--- src/hdl/crcfd_pkg.sv ---
// Package for the CRC-16 framed packet deframer.
// Holds the beat types, protocol constants and the CRC-16/MODBUS byte update.
// No dependencies.
package crcfd_pkg;

  // Input beat: one received byte and the burst-start flag.
  typedef struct packed {
    logic [7:0] rx_byte;
    logic       chunk_start;
  } in_beat_t;

  // Output beat: one payload byte of an accepted frame, or the empty marker.
  typedef struct packed {
    logic [15:0] pkt_id;
    logic [7:0]  pkt_type;
    logic [6:0]  payload_length;
    logic [7:0]  payload_byte;
    logic [5:0]  byte_position;
    logic        has_payload;
    logic        last;
  } out_beat_t;

  // Release request from the parser to the release sequencer.
  typedef struct packed {
    logic        start;
    logic [15:0] pkt_id;
    logic [7:0]  pkt_type;
    logic [6:0]  length;
  } rel_req_t;

  // Framing bytes.
  localparam logic [7:0] Hdr0  = 8'hAA;
  localparam logic [7:0] Hdr1  = 8'h55;
  localparam logic [7:0] Tail0 = 8'h0D;
  localparam logic [7:0] Tail1 = 8'h0A;

  // CRC-16/MODBUS: reflected polynomial, all-ones seed, no final xor.
  localparam logic [15:0] CrcInit = 16'hFFFF;
  localparam logic [15:0] CrcPoly = 16'hA001;

  // One byte through the CRC, bit-serial over eight narrow steps.
  function automatic logic [15:0] crc16_byte(input logic [15:0] crc, input logic [7:0] b);
    logic [15:0] c;
    c = crc ^ {8'h00, b};
    for (int k = 0; k < 8; k++) begin
      if (c[0]) begin
        c = (c >> 1) ^ CrcPoly;
      end else begin
        c = c >> 1;
      end
    end
    return c;
  endfunction

endpackage

--- src/hdl/crcfd_ram.sv ---
// Generic simple dual-port RAM: one write port, one registered read port.
// Used for the payload buffer of the deframer. No dependencies.
module crcfd_ram #(
  parameter int WIDTH = 8,
  parameter int DEPTH = 32
) (
  input  logic                                 clk_i,
  input  logic                                 we_i,
  input  logic [((DEPTH > 1) ? $clog2(DEPTH) : 1)-1:0] waddr_i,
  input  logic [WIDTH-1:0]                     wdata_i,
  input  logic                                 re_i,
  input  logic [((DEPTH > 1) ? $clog2(DEPTH) : 1)-1:0] raddr_i,
  output logic [WIDTH-1:0]                     rdata_o
);

  logic [WIDTH-1:0] mem_q [DEPTH];
  logic [WIDTH-1:0] rdata_q;

  // Write port
  always_ff @(posedge clk_i) begin
    if (we_i) begin
      mem_q[waddr_i] <= wdata_i;
    end
  end

  // Registered read port
  always_ff @(posedge clk_i) begin
    if (re_i) begin
      rdata_q <= mem_q[raddr_i];
    end
  end

  assign rdata_o = rdata_q;

endmodule

--- src/hdl/crcfd_parser.sv ---
// Frame parser: header hunt, field capture, CRC check and payload writes.
// Depends on crcfd_pkg; writes payload bytes into the crcfd_ram buffer.
module crcfd_parser import crcfd_pkg::*; #(
  parameter int MAX_PAYLOAD = 32
) (
  input  logic                clk_i,
  input  logic                rst_ni,
  input  logic                accept_i,
  input  in_beat_t            beat_i,
  output logic                wr_en_o,
  output logic [((MAX_PAYLOAD > 1) ? $clog2(MAX_PAYLOAD) : 1)-1:0] wr_addr_o,
  output logic [7:0]          wr_data_o,
  output rel_req_t            req_o
);

  localparam int AddrW = (MAX_PAYLOAD > 1) ? $clog2(MAX_PAYLOAD) : 1;

  // Parser phases
  localparam logic [3:0] PhHunt1 = 4'd0;
  localparam logic [3:0] PhHunt2 = 4'd1;
  localparam logic [3:0] PhId0   = 4'd2;
  localparam logic [3:0] PhId1   = 4'd3;
  localparam logic [3:0] PhType  = 4'd4;
  localparam logic [3:0] PhLen0  = 4'd5;
  localparam logic [3:0] PhLen1  = 4'd6;
  localparam logic [3:0] PhData  = 4'd7;
  localparam logic [3:0] PhCrc0  = 4'd8;
  localparam logic [3:0] PhCrc1  = 4'd9;
  localparam logic [3:0] PhTail0 = 4'd10;
  localparam logic [3:0] PhTail1 = 4'd11;

  logic [3:0]  phase_q, phase_d;
  logic [15:0] id_q, id_d;
  logic [7:0]  type_q, type_d;
  logic [7:0]  len_lo_q, len_lo_d;
  logic [6:0]  len_q, len_d;
  logic [6:0]  cnt_q, cnt_d;
  logic [15:0] crc_q, crc_d;
  logic [15:0] rcrc_q, rcrc_d;
  logic        disc_q, disc_d;

  logic [7:0]  b;
  logic [3:0]  ph;
  logic        disc_eff;
  logic [15:0] crc_next;
  logic [15:0] len_full;
  logic [6:0]  cnt_inc;

  assign b        = beat_i.rx_byte;
  assign crc_next = crc16_byte(crc_q, b);
  assign len_full = {b, len_lo_q};
  assign cnt_inc  = cnt_q + 7'd1;

  // Next-state logic for one accepted byte
  always_comb begin
    phase_d  = phase_q;
    id_d     = id_q;
    type_d   = type_q;
    len_lo_d = len_lo_q;
    len_d    = len_q;
    cnt_d    = cnt_q;
    crc_d    = crc_q;
    rcrc_d   = rcrc_q;
    disc_d   = disc_q;
    wr_en_o  = 1'b0;
    req_o    = '{start: 1'b0, pkt_id: id_q, pkt_type: type_q, length: len_q};

    // chunk start abandons any partial frame
    disc_eff = beat_i.chunk_start ? 1'b0 : disc_q;
    ph       = beat_i.chunk_start ? PhHunt1 : phase_q;

    if (accept_i) begin
      disc_d  = disc_eff;
      phase_d = ph;
      if (!disc_eff) begin
        case (ph)
          PhHunt2: begin
            if (b == Hdr1) begin
              crc_d   = CrcInit;
              phase_d = PhId0;
            end else begin
              phase_d = (b == Hdr0) ? PhHunt2 : PhHunt1;
            end
          end
          PhId0: begin
            crc_d   = crc_next;
            id_d    = {8'h00, b};
            phase_d = PhId1;
          end
          PhId1: begin
            crc_d   = crc_next;
            id_d    = {b, id_q[7:0]};
            phase_d = PhType;
          end
          PhType: begin
            crc_d   = crc_next;
            type_d  = b;
            phase_d = PhLen0;
          end
          PhLen0: begin
            crc_d    = crc_next;
            len_lo_d = b;
            phase_d  = PhLen1;
          end
          PhLen1: begin
            crc_d = crc_next;
            len_d = len_full[6:0];
            cnt_d = 7'd0;
            if (len_full > 16'(MAX_PAYLOAD)) begin
              disc_d  = 1'b1;
              phase_d = PhHunt1;
            end else if (len_full == 16'd0) begin
              phase_d = PhCrc0;
            end else begin
              phase_d = PhData;
            end
          end
          PhData: begin
            crc_d   = crc_next;
            wr_en_o = 1'b1;
            cnt_d   = cnt_inc;
            if (cnt_inc >= len_q) begin
              phase_d = PhCrc0;
            end
          end
          PhCrc0: begin
            rcrc_d  = {8'h00, b};
            phase_d = PhCrc1;
          end
          PhCrc1: begin
            rcrc_d  = {b, rcrc_q[7:0]};
            phase_d = PhTail0;
          end
          PhTail0: begin
            if (b == Tail0) begin
              phase_d = PhTail1;
            end else begin
              phase_d = (b == Hdr0) ? PhHunt2 : PhHunt1;
            end
          end
          PhTail1: begin
            if (b == Tail1) begin
              req_o.start = (rcrc_q == crc_q);
              phase_d     = PhHunt1;
            end else begin
              phase_d = (b == Hdr0) ? PhHunt2 : PhHunt1;
            end
          end
          default: begin
            phase_d = (b == Hdr0) ? PhHunt2 : PhHunt1;
          end
        endcase
      end
    end
  end

  assign wr_addr_o = cnt_q[AddrW-1:0];
  assign wr_data_o = b;

  // Parser state registers
  always_ff @(posedge clk_i or negedge rst_ni) begin
    if (!rst_ni) begin
      phase_q  <= PhHunt1;
      id_q     <= '0;
      type_q   <= '0;
      len_lo_q <= '0;
      len_q    <= '0;
      cnt_q    <= '0;
      crc_q    <= CrcInit;
      rcrc_q   <= '0;
      disc_q   <= 1'b0;
    end else begin
      phase_q  <= phase_d;
      id_q     <= id_d;
      type_q   <= type_d;
      len_lo_q <= len_lo_d;
      len_q    <= len_d;
      cnt_q    <= cnt_d;
      crc_q    <= crc_d;
      rcrc_q   <= rcrc_d;
      disc_q   <= disc_d;
    end
  end

endmodule

--- src/hdl/crcfd_release.sv ---
// Release sequencer: reads buffered payload bytes back and drives output beats.
// Depends on crcfd_pkg; reads the crcfd_ram buffer through its registered port.
module crcfd_release import crcfd_pkg::*; #(
  parameter int MAX_PAYLOAD = 32
) (
  input  logic                clk_i,
  input  logic                rst_ni,
  input  rel_req_t            req_i,
  output logic                busy_o,
  output logic                rd_en_o,
  output logic [((MAX_PAYLOAD > 1) ? $clog2(MAX_PAYLOAD) : 1)-1:0] rd_addr_o,
  input  logic [7:0]          rd_data_i,
  output logic                out_valid_o,
  input  logic                out_stall_i,
  output out_beat_t           out_beat_o
);

  localparam int AddrW = (MAX_PAYLOAD > 1) ? $clog2(MAX_PAYLOAD) : 1;

  logic       busy_q, busy_d;
  logic       pend_q, pend_d;
  logic [6:0] idx_q, idx_d;
  rel_req_t   cur_q, cur_d;
  logic       ovalid_q, ovalid_d;
  out_beat_t  obeat_q, obeat_d;

  logic       slot_free;
  logic [6:0] idx_inc;

  // output register empty now or emptied this cycle
  assign slot_free = !ovalid_q || !out_stall_i;
  assign idx_inc   = idx_q + 7'd1;

  always_comb begin
    busy_d   = busy_q;
    pend_d   = pend_q;
    idx_d    = idx_q;
    cur_d    = cur_q;
    ovalid_d = ovalid_q && out_stall_i;
    obeat_d  = obeat_q;
    rd_en_o  = 1'b0;

    // new frame to release
    if (req_i.start) begin
      busy_d = 1'b1;
      cur_d  = req_i;
      idx_d  = 7'd0;
    end

    if (pend_q) begin
      // read data back: load one payload beat
      ovalid_d = 1'b1;
      obeat_d  = '{pkt_id: cur_q.pkt_id, pkt_type: cur_q.pkt_type,
                   payload_length: cur_q.length, payload_byte: rd_data_i,
                   byte_position: idx_q[5:0], has_payload: 1'b1,
                   last: (idx_inc == cur_q.length)};
      idx_d    = idx_inc;
      pend_d   = 1'b0;
      if (idx_inc == cur_q.length) begin
        busy_d = 1'b0;
      end
    end else if (busy_q && slot_free) begin
      if (cur_q.length == 7'd0) begin
        // empty frame marker
        ovalid_d = 1'b1;
        obeat_d  = '{pkt_id: cur_q.pkt_id, pkt_type: cur_q.pkt_type,
                     payload_length: 7'd0, payload_byte: 8'h00,
                     byte_position: 6'd0, has_payload: 1'b0, last: 1'b1};
        busy_d   = 1'b0;
      end else begin
        rd_en_o = 1'b1;
        pend_d  = 1'b1;
      end
    end
  end

  assign rd_addr_o   = idx_q[AddrW-1:0];
  assign busy_o      = busy_q;
  assign out_valid_o = ovalid_q;
  assign out_beat_o  = obeat_q;

  // Control registers
  always_ff @(posedge clk_i or negedge rst_ni) begin
    if (!rst_ni) begin
      busy_q   <= 1'b0;
      pend_q   <= 1'b0;
      ovalid_q <= 1'b0;
      idx_q    <= '0;
    end else begin
      busy_q   <= busy_d;
      pend_q   <= pend_d;
      ovalid_q <= ovalid_d;
      idx_q    <= idx_d;
    end
  end

  // Payload registers
  always_ff @(posedge clk_i) begin
    cur_q   <= cur_d;
    obeat_q <= obeat_d;
  end

endmodule

--- src/hdl/crc16_framed_packet_deframer.sv ---
// Top level of the CRC-16/MODBUS framed packet deframer.
// Depends on crcfd_pkg, crcfd_ram, crcfd_parser and crcfd_release.
//
//  Channel  Signals                           Direction  Beat
//  in       in_valid_i, in_stall_o, in_beat_i  input      one received byte
//  out      out_valid_o, out_stall_i, out_beat_o output   one payload byte or
//                                                         the empty marker
//
// A received byte is taken while no frame is being released; the parser state
// lives in registers and payload bytes go into a MAX_PAYLOAD-deep RAM.
// When a frame passes, input stalls while its bytes are read back: each payload
// result goes through a RAM read, then the output register, the empty marker
// only through the output register, and out_stall_i can hold either.
// The output register lets the next byte in while the last result waits.
// Reset is asynchronous, active low; the RAM needs no clearing.
module crc16_framed_packet_deframer import crcfd_pkg::*; #(
  parameter int MAX_PAYLOAD = 32
) (
  input  logic      clk_i,
  input  logic      rst_ni,
  input  logic      in_valid_i,
  output logic      in_stall_o,
  input  in_beat_t  in_beat_i,
  output logic      out_valid_o,
  input  logic      out_stall_i,
  output out_beat_t out_beat_o
);

  localparam int AddrW = (MAX_PAYLOAD > 1) ? $clog2(MAX_PAYLOAD) : 1;

  logic             accept;
  logic             busy;
  logic             wr_en;
  logic [AddrW-1:0] wr_addr;
  logic [7:0]       wr_data;
  logic             rd_en;
  logic [AddrW-1:0] rd_addr;
  logic [7:0]       rd_data;
  rel_req_t         req;

  // input held off while a frame is being released
  assign in_stall_o = busy;
  assign accept     = in_valid_i && !busy;

  crcfd_parser #(
    .MAX_PAYLOAD(MAX_PAYLOAD)
  ) u_parser (
    .clk_i    (clk_i),
    .rst_ni   (rst_ni),
    .accept_i (accept),
    .beat_i   (in_beat_i),
    .wr_en_o  (wr_en),
    .wr_addr_o(wr_addr),
    .wr_data_o(wr_data),
    .req_o    (req)
  );

  crcfd_ram #(
    .WIDTH(8),
    .DEPTH(MAX_PAYLOAD)
  ) u_ram (
    .clk_i  (clk_i),
    .we_i   (wr_en),
    .waddr_i(wr_addr),
    .wdata_i(wr_data),
    .re_i   (rd_en),
    .raddr_i(rd_addr),
    .rdata_o(rd_data)
  );

  crcfd_release #(
    .MAX_PAYLOAD(MAX_PAYLOAD)
  ) u_release (
    .clk_i      (clk_i),
    .rst_ni     (rst_ni),
    .req_i      (req),
    .busy_o     (busy),
    .rd_en_o    (rd_en),
    .rd_addr_o  (rd_addr),
    .rd_data_i  (rd_data),
    .out_valid_o(out_valid_o),
    .out_stall_i(out_stall_i),
    .out_beat_o (out_beat_o)
  );

endmodule
--- config.mk ---
export PLATFORM = sky130hd
export DESIGN_NAME = crc16_framed_packet_deframer
export DESIGN_NICKNAME = d
export VERILOG_FILES = /design/src/hdl/crcfd_pkg.sv /design/src/hdl/crcfd_ram.sv /design/src/hdl/crcfd_parser.sv /design/src/hdl/crcfd_release.sv /design/src/hdl/crc16_framed_packet_deframer.sv
export SDC_FILE = /design/constraint.sdc
export NUM_CORES = 1
export LEC_CHECK = 0
export BUFFER_PORTS_ARGS = -buffer_cell sky130_fd_sc_hd__buf_4
export CORE_UTILIZATION = 50
export DETAILED_ROUTE_END_ITERATION = 16
export HOLD_SLACK_MARGIN = 0.05
export PLACE_DENSITY = 0.66
export SLEW_MARGIN = 20
export SYNTH_ARGS = -nofsm -noshare
export SYNTH_HDL_FRONTEND = slang
export SYNTH_SLANG_ARGS = --single-unit
--- constraint.sdc ---
create_clock -name clk_i -period 3.6 [get_ports clk_i]
set_input_delay 0.72 -clock clk_i [delete_from_list [all_inputs] [get_ports clk_i]]
set_output_delay 0.72 -clock clk_i [all_outputs]
set_load 0.02 [all_outputs]
After elaboration in Yosys (flattened, before gate mapping)
Memories as Yosys holds them, arrays and structs flattened. A register that Yosys moved wholly into a read port is not among the register bits. Index checks and enable logic that the tools add are counted.

Flip-flop bits (word level): 171. Bits in writable memories: 256. Input bits: 13. Output and inout bits: 49. Word-level logic and storage cells: 140. Memories: 1.

$add $sub $neg: 2. Magnitude comparators: 2. Eq/ne operators: 18. Muxes and demuxes: 52. Bitwise gates (word level): 12. Reduce and logical (&&, ||, !) cells: 28.

Memory list: u_ram.mem_q (depth 32, width 8, read ports 1, clocked after memory_dff 1, wr ports 1, RTL line crcfd_ram.sv:16) `logic [WIDTH-1:0] mem_q [DEPTH];`.

Operators by type and width (count): 16-bit 2-to-1 mux (9); 47-bit 2-to-1 mux (3); 16-bit case mux with 2 select lines (3); 4-bit case mux with 11 select lines (1); 4-bit 2-to-1 mux (8); 1-bit 2-to-1 mux (25); 2-bit NOT with 3-bit output (8); 3-bit AND reduction (6); 16-bit == test (1); 4-bit by 3-bit == test with 1-bit output (second input constant) (4); 4-bit == test (second input constant) (4); 8-bit by 4-bit == test with 1-bit output (second input constant) (2); 16-bit by 6-bit greater-than comparator with 1-bit output (second input constant) (1); 16-bit zero test (1); 16-bit by 8-bit XOR with 16-bit output (1); 7-bit by 1-bit adder with 7-bit output (second input constant) (2); 7-bit 2-to-1 mux (2); 7-bit case mux with 2 select lines (1); 2-bit nonzero test (7); 4-bit AND reduction (3); 4-bit by 2-bit == test with 1-bit output (second input constant) (2); 8-bit by 7-bit == test with 1-bit output (second input constant) (1); 8-bit == test (second input constant) (1); 7-bit == test (1); other kinds (10) (17).

Longest topological paths before layout
Gate-level depths: netlist of the first run.

Word-level depth: 18. Gate-level depth with buffers: 10. Mapped depth without buffers: 10.

By module
Synthesis of the first run repeated with hierarchy kept, for this count alone.

Cells, all modules: 1034. Area, all modules: 17798.3 sq um.

By module, submodules not included: crcfd_ram (instances 1, cells an instance 417, area each 10133.5 sq um, seq. area each 7927.6 sq um); crcfd_parser (instances 1, cells an instance 401, area each 4282.9 sq um, seq. area each 2097.0 sq um); crcfd_release (instances 1, cells an instance 215, area each 3368.2 sq um, seq. area each 2582.5 sq um); crc16_framed_packet_deframer (instances 1, cells an instance 1, area each 13.8 sq um, seq. area each 0.0 sq um).

Worst setup path after synthesis of the first run
OpenSTA, ideal clock, no wires.

Path kind: in2reg. Start point: in in_beat_i[6] (netlist name). End point: reg u_release.idx_q[0]. Library setup time: 0.194 ns. Data arrival time: 3.218 ns. Data required time: 3.406 ns. Path slack: 0.188 ns. Stages: 6. Path buffers: 1. Cell sequence: buf_4 or4_4 nor3_1 nand3_1 nor4_4 o21ai_0.

RTL lines: start: declaration (RTL line crc16_framed_packet_deframer.sv:23) `input in_beat_t in_beat_i,`; end signal: assignment (RTL line crcfd_release.sv:93) `idx_q <= idx_d;`; end: declaration (RTL line crcfd_release.sv:22) `logic [6:0] idx_q, idx_d;`.

Worst setup path after layout of the first run
Start point: reg u_parser.cnt_q[2]. End point: reg u_parser.phase_q[1].

Longest elaborated chain between the ends: 5.

RTL lines: start: declaration (RTL line crcfd_parser.sv:37) `logic [6:0] cnt_q, cnt_d;`; start signal: assignment (RTL line crcfd_parser.sv:178) `cnt_q <= cnt_d;`; 7-bit by 1-bit adder with 7-bit output (RTL line crcfd_parser.sv:52) `assign cnt_inc = cnt_q + 7'd1;`; 7-bit greater-or-equal comparator (RTL line crcfd_parser.sv:122) `if (cnt_inc >= len_q) begin`; 4-bit 2-to-1 mux (RTL line crcfd_parser.sv:122); 4-bit case mux with 11 select lines (RTL line crcfd_parser.sv:76) `case (ph)`; 4-bit 2-to-1 mux (RTL line crcfd_parser.sv:75) `if (!disc_eff) begin`; end signal: assignment (RTL line crcfd_parser.sv:163) `phase_q <= PhHunt1;`; end signal: assignment (RTL line crcfd_parser.sv:173) `phase_q <= phase_d;`; end: declaration (RTL line crcfd_parser.sv:32) `logic [3:0] phase_q, phase_d;`.

Every way passes these cells. A chain may end at the register's enable or synchronous reset.

==> summary.md, run 1 <==
| Metric | Value |
|---|---|
| Outcome | completed |
| RSZ-0062 raised after global routing | false |
| Worst Slack Setup Final | 690 ps |
| Post_cts resized | 0 |
| Core area | 34700 sq um |
| Post-DP Area | 19000 sq um |
| Die height | 190 microns |
| Endpoints failing setup | 0 |
| Post-DP HPWL | 24.4 mm |
| GPL Wtd Cong | 0.851 |
| Warnings, synthesis | 0 |
| Net count, final | 1211 |
| Synth async-reset ratio | 21.4% |
| Worst Setup Start Kind | register |
| Synthesized flop and latch total | 435 |
| Post-Syn Instances | 1074 |
| Largest net degree at the start of global routing | 52 |
| Ports | 62 |
| Global-route wire length before repair | 58.8 mm |
| Worst Tran Pin Value | 837 ps |
| Synth area leaders | edfxtp_1, dfrtp_1, mux4_2 |
| Final Util | 58.7% |
| Worst Reg2Reg Path Length in Cells | 9 |
| Syn nets | 1100 |
| Area Overhead vs Synth | 15.1% |
| IO Port Bufs | 61 |
| Layout Skew | 10.0 ps |
| Top FF cell, synth | edfxtp_1 |
| RR Endpoint | u_parser.phase_q[1]$_DFFE_PN0P_ |
| Share of cells above drive strength 1 | 24.4% |
| EDFF count, synth | 341 |
| Vias in the first global route | 9774 |
| Post-Syn Area | 17700 sq um |
| Initial Util | 51.0% |
| Routed vias | 9716 |
| Final hold violation count | 0 |
| Routing usage on met3 | 3.29% |
| FF-to-FF Start | u_parser.cnt_q[2]$_DFFE_PN0P_ |
| Gr usage total | 21.8% |
| Post-DRT Antenna Nets | 0 |
| Met1 Use GR | 32.8% |
| Total power | 0.0100 W |
| Crit end category | register |
| Crit share post-route | 80.8% |
| Final Cell Area | 20400 sq um |
| Die X | 190 microns |
| TritonCTS buffer count | 43 |
| Reg2Reg Setup Slack | 690 ps |
| Clk_lat worst skew | 540 ps |
| CTS sink count | 435 |
| Post-CTS setup buffer count | 0 |
| CTS H-tree lvls | 2 |
| Total Neg Setup Slack | 0 ps |
| FF+latch area | 12600 sq um |
| WP data arrival | 3330 ps |
| WS Path Type | reg -> reg |
| Clk root buf | clkbuf_16 |
| Slew HR | 44.1% |
| GR Overflow Total | 0 |
| Min-delay worst type | in -> async |
| Drt total wl | 38.3 mm |
| TritonCTS clock tree | built |
| Multi-input logic area | 4800 sq um |
| Leak pwr | 7.74 nW |
| Slew Limit Fails | 0 |
| Tmin final | 2910 ps |
| Antenna violations before repair | 0 |
| Synth unique cells | 64 |
| DR vias/cell | 5.81 |
| Place WS | 697 ps |
| Die area | 36200 sq um |
| DRC Markers | 0 |
| Most frequent cell after synthesis | edfxtp_1 |
| FILL cells | 2580 |
| Clk buf depth | 3 |
| Clk pin slew, worst setup/hold paths | 60 ps |
| Synth cell count leaders | edfxtp_1, dfrtp_1, nor2_1 |
| Worst VDD drop | 0.325 mV |
| CP Data Required Time | 4020 ps |
| FMAX | 344 MHz |
| Met2 Usage GRT | 33.4% |
| Number of buffers inserted by hold repair at cts | 0 |
| Syn_area_per_cell | 16.5 sq um |
| DRT iter0 DRCs | 1011 |
| Busiest grt layer | met2 |
| Max capacitance violation total | 0 |
| Rows | 68 |
| Routed WL per cell | 22.9 microns |
| Max Fanout on Critical Path | 12 |
| Power Density | 491 nW/um^2 |
| Antenna Cells | 0 |
| Leading area contributor after synthesis | edfxtp_1 |
| Seq/Total Area, Yosys | 71.2% |
| Pre-Repair DR Iteration Count | 5 |
| Share of the synthesized area in the top cell type | 57.8% |
## cells by family (layout without fill, tap and decap cells)
family / Yosys count / count (layout) / synth area share, %
AO/OA/AOI/OAI: 144 / 144 / 5.89
flip-flops: 435 / 435 / 71.2
XOR/XNOR: 54 / 54 / 3.06
buffers and inverters: 74 / 218 / 1.77
AND/OR/NAND/NOR: 221 / 221 / 6.56
adder cells (fa/ha/maj): 13 / 13 / 0.918
multiplexers: 133 / 133 / 10.6
## final cells by class
class | instances | area share, %
clock inverters | 22 | 1.10
clock buffers | 56 | 5.67
well taps | 455 | 2.79
inverters | 17 | 0.313
flip-flops and latches | 435 | 61.9
multi-input cells | 565 | 23.5
repair buffers | 123 | 4.71
## report_power, final
part           internal (W)  switching, W
Combinational     0.0000477      0.000132
Sequential          0.00541    0.00000158
Clock               0.00256       0.00185
Total               0.00802       0.00198
## registers in the layout, summed over array words and instances, names as in the netlist
register               count
u_parser.len_q             7
u_ram.rdata_o              8
u_parser.cnt_q             7
u_release.busy_o           1
u_parser.id_q             16
u_release.idx_q            7
u_parser.type_q            8
u_release.cur_q           31
u_parser.disc_q            1
u_parser.len_lo_q          8
u_parser.phase_q           4
u_release.pend_q           1
u_release.out_valid_o      1
u_parser.crc_q            16
u_parser.rcrc_q           16
u_ram.mem_q              256
u_release.out_beat_o      47
## worst max path at each step
stage	cells past startpoint	from	endpoint	slack, ps
3_5_place_dp	6	in_valid_i	u_parser.rcrc_q[2]$_DFFE_PN0P_	700
5_1_grt	9	u_parser.cnt_q[2]$_DFFE_PN0P_	u_parser.phase_q[1]$_DFFE_PN0P_	520
3_3_place_gp	6	in_valid_i	u_parser.rcrc_q[7]$_DFFE_PN0P_	770
4_1_cts	9	u_parser.cnt_q[2]$_DFFE_PN0P_	u_parser.phase_q[1]$_DFFE_PN0P_	760
6_report	9	u_parser.cnt_q[2]$_DFFE_PN0P_	u_parser.phase_q[1]$_DFFE_PN0P_	690
2_1_floorplan	6	in_beat_i[6]	u_release.idx_q[0]$_DFFE_PN0P_	190
## worst max-delay path, stage by stage, from the launching register on
cell and delay [ps]:
dfrtp_1 620, nand3_1 290, nor3_1 260, xor2_1 150
ha_1 300, nand2_1 60, o21ai_0 240, a211oi_1 130
a311o_2 400, a221o_2 360
## cells in the final DEF (no fill, tap or decap), drive strengths merged, types with 5 or more instances in the layout
cell	Yosys	routed
mux2	40	40
edfxtp	341	341
clkinv	2	18
dfrtp	77	77
inv	15	16
nand2	52	52
nor2	56	56
a22o	16	16
buf	20	123
nand2b	7	7
ha	13	13
xor2	14	14
mux2i	53	53
nor3	5	5
o22a	7	7
o31ai	15	15
nand3	11	11
xnor3	5	5
o21ai	18	18
or4	5	5
o22ai	8	8
a211o	6	6
mux4	40	40
o221ai	24	24
nand4	6	6
clkbuf	37	56
nor2b	29	29
dfstp	16	16
a21oi	30	30
and2	23	23
nor4	7	7
xnor2	35	35
## metal layers
layer	share of wire [%]	wire length, microns	vias up
met5	0	0	-
met4	2.0	784	0
met3	5.9	2250	52
met2	46	17800	344
met1	46	17500	4965
li1	-	-	4355
## stage by stage
| stage | std cells | hold WS [ps] |
|---|---|---|
| after CTS | 1673 | 252 |
| after floorplan | 1074 | 419 |
| after global placement | 1595 | 425 |
| after detailed placement | 1595 | 428 |
| final | 1673 | 240 |
| after global routing | 1673 | 284 |
(Power assumes the default switching activity.)
==> run 2, diff against run 1 <==
==> constraint.sdc (replaced) <==
create_clock -name clk_i -period 2.8 [get_ports clk_i]
set_input_delay 0.56 -clock clk_i [delete_from_list [all_inputs] [get_ports clk_i]]
set_output_delay 0.56 -clock clk_i [all_outputs]
set_load 0.02 [all_outputs]
==> run 2 against run 1 <==
Net effect: via count is 0.91% higher; clock power is 22% higher; cell area is 0.54% higher; critical endpoint unchanged; highest routed layer unchanged.
==> summary.md, run 2 (synthesized netlist as in run 1, its figures left out) <==
| Metric | Value |
|---|---|
| Rows | 68 (unchanged) |
| GR Overflow Total | 0 (unchanged) |
| Drt total wl | 39.1 mm (+1.9%) |
| RR Endpoint | u_parser.phase_q[1]$_DFFE_PN0P_ |
| RSZ-0062 raised after global routing | false |
| Clk root buf | clkbuf_16 |
| DR vias/cell | 5.79 (-0.23%) |
| Slew HR | 51.2% (+7.1 points) |
| CP Data Required Time | 3220 ps (-800 ps) |
| Final cell count without fillers | 1692 (+1.1%) |
| FF-to-FF Start | u_parser.cnt_q[0]$_DFFE_PN0P_ |
| Largest reg by FF count | u_ram.mem_q |
| Worst Tran Pin Value | 730 ps (-107 ps) |
| Area Overhead vs Synth | 15.7% |
| Max reg flops | 256 (unchanged) |
| Commonest cells after routing, fill and taps aside | edfxtp_1, buf_4, dfrtp_1 |
| WS Path Type | reg -> reg |
| Clk_lat worst skew | 540 ps (about the same) |
| FILL cells | 2640 (+2.3%) |
| CP Launch Point | u_parser.cnt_q[0]$_DFFE_PN0P_ |
| CTS H-tree lvls | 2 (unchanged) |
| Outcome | completed |
| Final hold violation count | 0 (unchanged) |
| Max Fanout on Critical Path | 7 (-5) |
| Max capacitance violation total | 0 (unchanged) |
| Post-DP Area | 19200 sq um (+0.99%) |
| Post-DRT Antenna Nets | 0 (unchanged) |
| Worst Setup Start Kind | register |
| Pre-Repair DR Iteration Count | 5 (unchanged) |
| Die height | 190 microns (unchanged) |
| Gr usage total | 22.2% (+0.36 points) |
| CTS sink count | 435 (unchanged) |
| Antenna violations before repair | 0 (unchanged) |
| DRT iter0 DRCs | 813 (-20%) |
| TritonCTS buffer count | 44 (+2.3%) |
| Post-CTS setup buffer count | 0 (unchanged) |
| WP data arrival | 3010 ps (-320 ps) |
| Post_cts resized | 0 (unchanged) |
| Core area | 34700 sq um (unchanged) |
| FF+latch area | 12600 sq um (about the same) |
| Post-DP HPWL | 25.6 mm (+4.8%) |
| Layout Skew | 12.0 ps (+1.94 ps) |
| Global-route wire length before repair | 59.2 mm (+0.67%) |
| Die X | 190 microns (unchanged) |
| Clk pin slew, worst setup/hold paths | 60 ps (about the same) |
| Tmin final | 2580 ps (-326 ps) |
| TritonCTS clock tree | built |
| Net count, final | 1235 (+2.0%) |
| Slew Limit Fails | 0 (unchanged) |
| Crit share post-route | 92.3% (+11 points) |
| Reg2Reg Setup Slack | 220 ps (-470 ps) |
| Largest net degree at the start of global routing | 47 (-9.6%) |
| Endpoints failing setup | 0 (unchanged) |
| Share of cells above drive strength 1 | 25.2% (+0.86 points) |
| Setup crit end | u_parser.phase_q[1]$_DFFE_PN0P_ |
| Min-delay worst type | in -> reg |
| FMAX | 387 MHz (+13%) |
| Leak pwr | 7.81 nW (+0.82%) |
| Routed vias | 9804 (+0.91%) |
| Commonest non-fill, non-tap cell in the layout | edfxtp_1 |
| DRC Markers | 0 (unchanged) |
| Vias in the first global route | 9603 (-1.7%) |
| Multi-input logic area | 4800 sq um (+0.10%) |
| IO Port Bufs | 61 (unchanged) |
| Worst VDD drop | 0.380 mV (+17%) |
| Crit end category | register |
| Power Density | 614 nW/um^2 (+25%) |
| Routed WL per cell | 23.1 microns (+0.80%) |
| Ports | 62 (unchanged) |
| Initial Util | 51.0% (unchanged) |
| GPL Wtd Cong | 0.843 (-1.0%) |
| Worst Reg2Reg Path Length in Cells | 10 (+1) |
| Clk buf depth | 3 (unchanged) |
| Placed cells | 1617 (+1.4%) |
| Final Cell Area | 20500 sq um (+0.54%) |
| Die area | 36200 sq um (unchanged) |
## run 2: cell count changes in the layout (fill, tap and decap cells not counted), moves of 2 or more
cell,previous run,this run
buf_4,120,141
clkinv_2,8,5
bufinv_16,4,2
clkinv_1,8,12
## run 2: worst min-delay path by stage
stage,slack (ps),from,endpoint,cells after the start
floorplan,260,rst_ni,u_parser.cnt_q[0]$_DFFE_PN0P_,0
global placement,430,u_parser.type_q[3]$_DFFE_PN0P_,u_release.cur_q[10]$_DFFE_PP_,0
detailed placement,430,u_parser.type_q[5]$_DFFE_PN0P_,u_release.cur_q[12]$_DFFE_PP_,0
CTS,300,out_stall_i,u_release.out_valid_o$_DFF_PN0_,3
global route,330,in_beat_i[7],u_ram.mem_q[18][6]$_DFFE_PP_,1
finish,320,out_stall_i,u_release.out_valid_o$_DFF_PN0_,3
## run 2: layer usage
| layer | track usage, % | routed length, microns |
|---|---|---|
| met2 | 34.0 | 17900 |
| met5 | 0 | 0 |
| met4 | 6.43 | 940 |
| met1 | 32.8 | 17800 |
| met3 | 3.72 | 2440 |
## run 2: power breakdown
group	internal [W]	switching [W]	total, W	leakage [nW]
clock network	0.00310	0.00229	0.00539	0.631
registers	0.00696	0.00000200	0.00696	4.28
logic	0.0000698	0.000171	0.000241	2.89
## run 2: metrics by stage
step / power, W / TNS (ps) / hold WS (ps) / setup slack [ps] / utilization, %
5_1_grt: 0.0129 / 0 / 328 / 60.6 / 59.0
3_3_place_gp: 0.00733 / 0 / 428 / 238 / 55.3
2_1_floorplan: 0.00717 / -12710 / 264 / -350 / -
6_report: 0.0126 / 0 / 316 / 216 / 59.0
3_5_place_dp: 0.00733 / 0 / 430 / 245 / 55.3
4_1_cts: 0.0127 / 0 / 301 / 224 / 59.0
## run 2: worst max-delay path, cell delays in order (launching register included)
cell and delay [ps]:
dfrtp_1 470, ha_1 250, nand3_1 110, nor2_1 70, xor2_1 150, ha_1 290, nand2_1 60, o21ai_0 220
a211oi_1 110, a311o_2 380, a221o_2 350
## run 2: area by class of cell
cell class / instances / area share (%)
Clock inverter: 17 / 0.598
Inverter: 17 / 0.330
Sequential cell: 435 / 61.5
Multi-Input combinational cell: 565 / 23.4
Antenna cell: 1 / 0.0122
Clock buffer: 56 / 5.70
Timing Repair Buffer: 146 / 5.61
Tap cell: 455 / 2.78
## run 2: repair_timing
action / in CTS / in global routing
setup endpoints to repair: 0 / 0
endpoints found under the hold margin: 24 / 0
hold buffers: 1 / 0
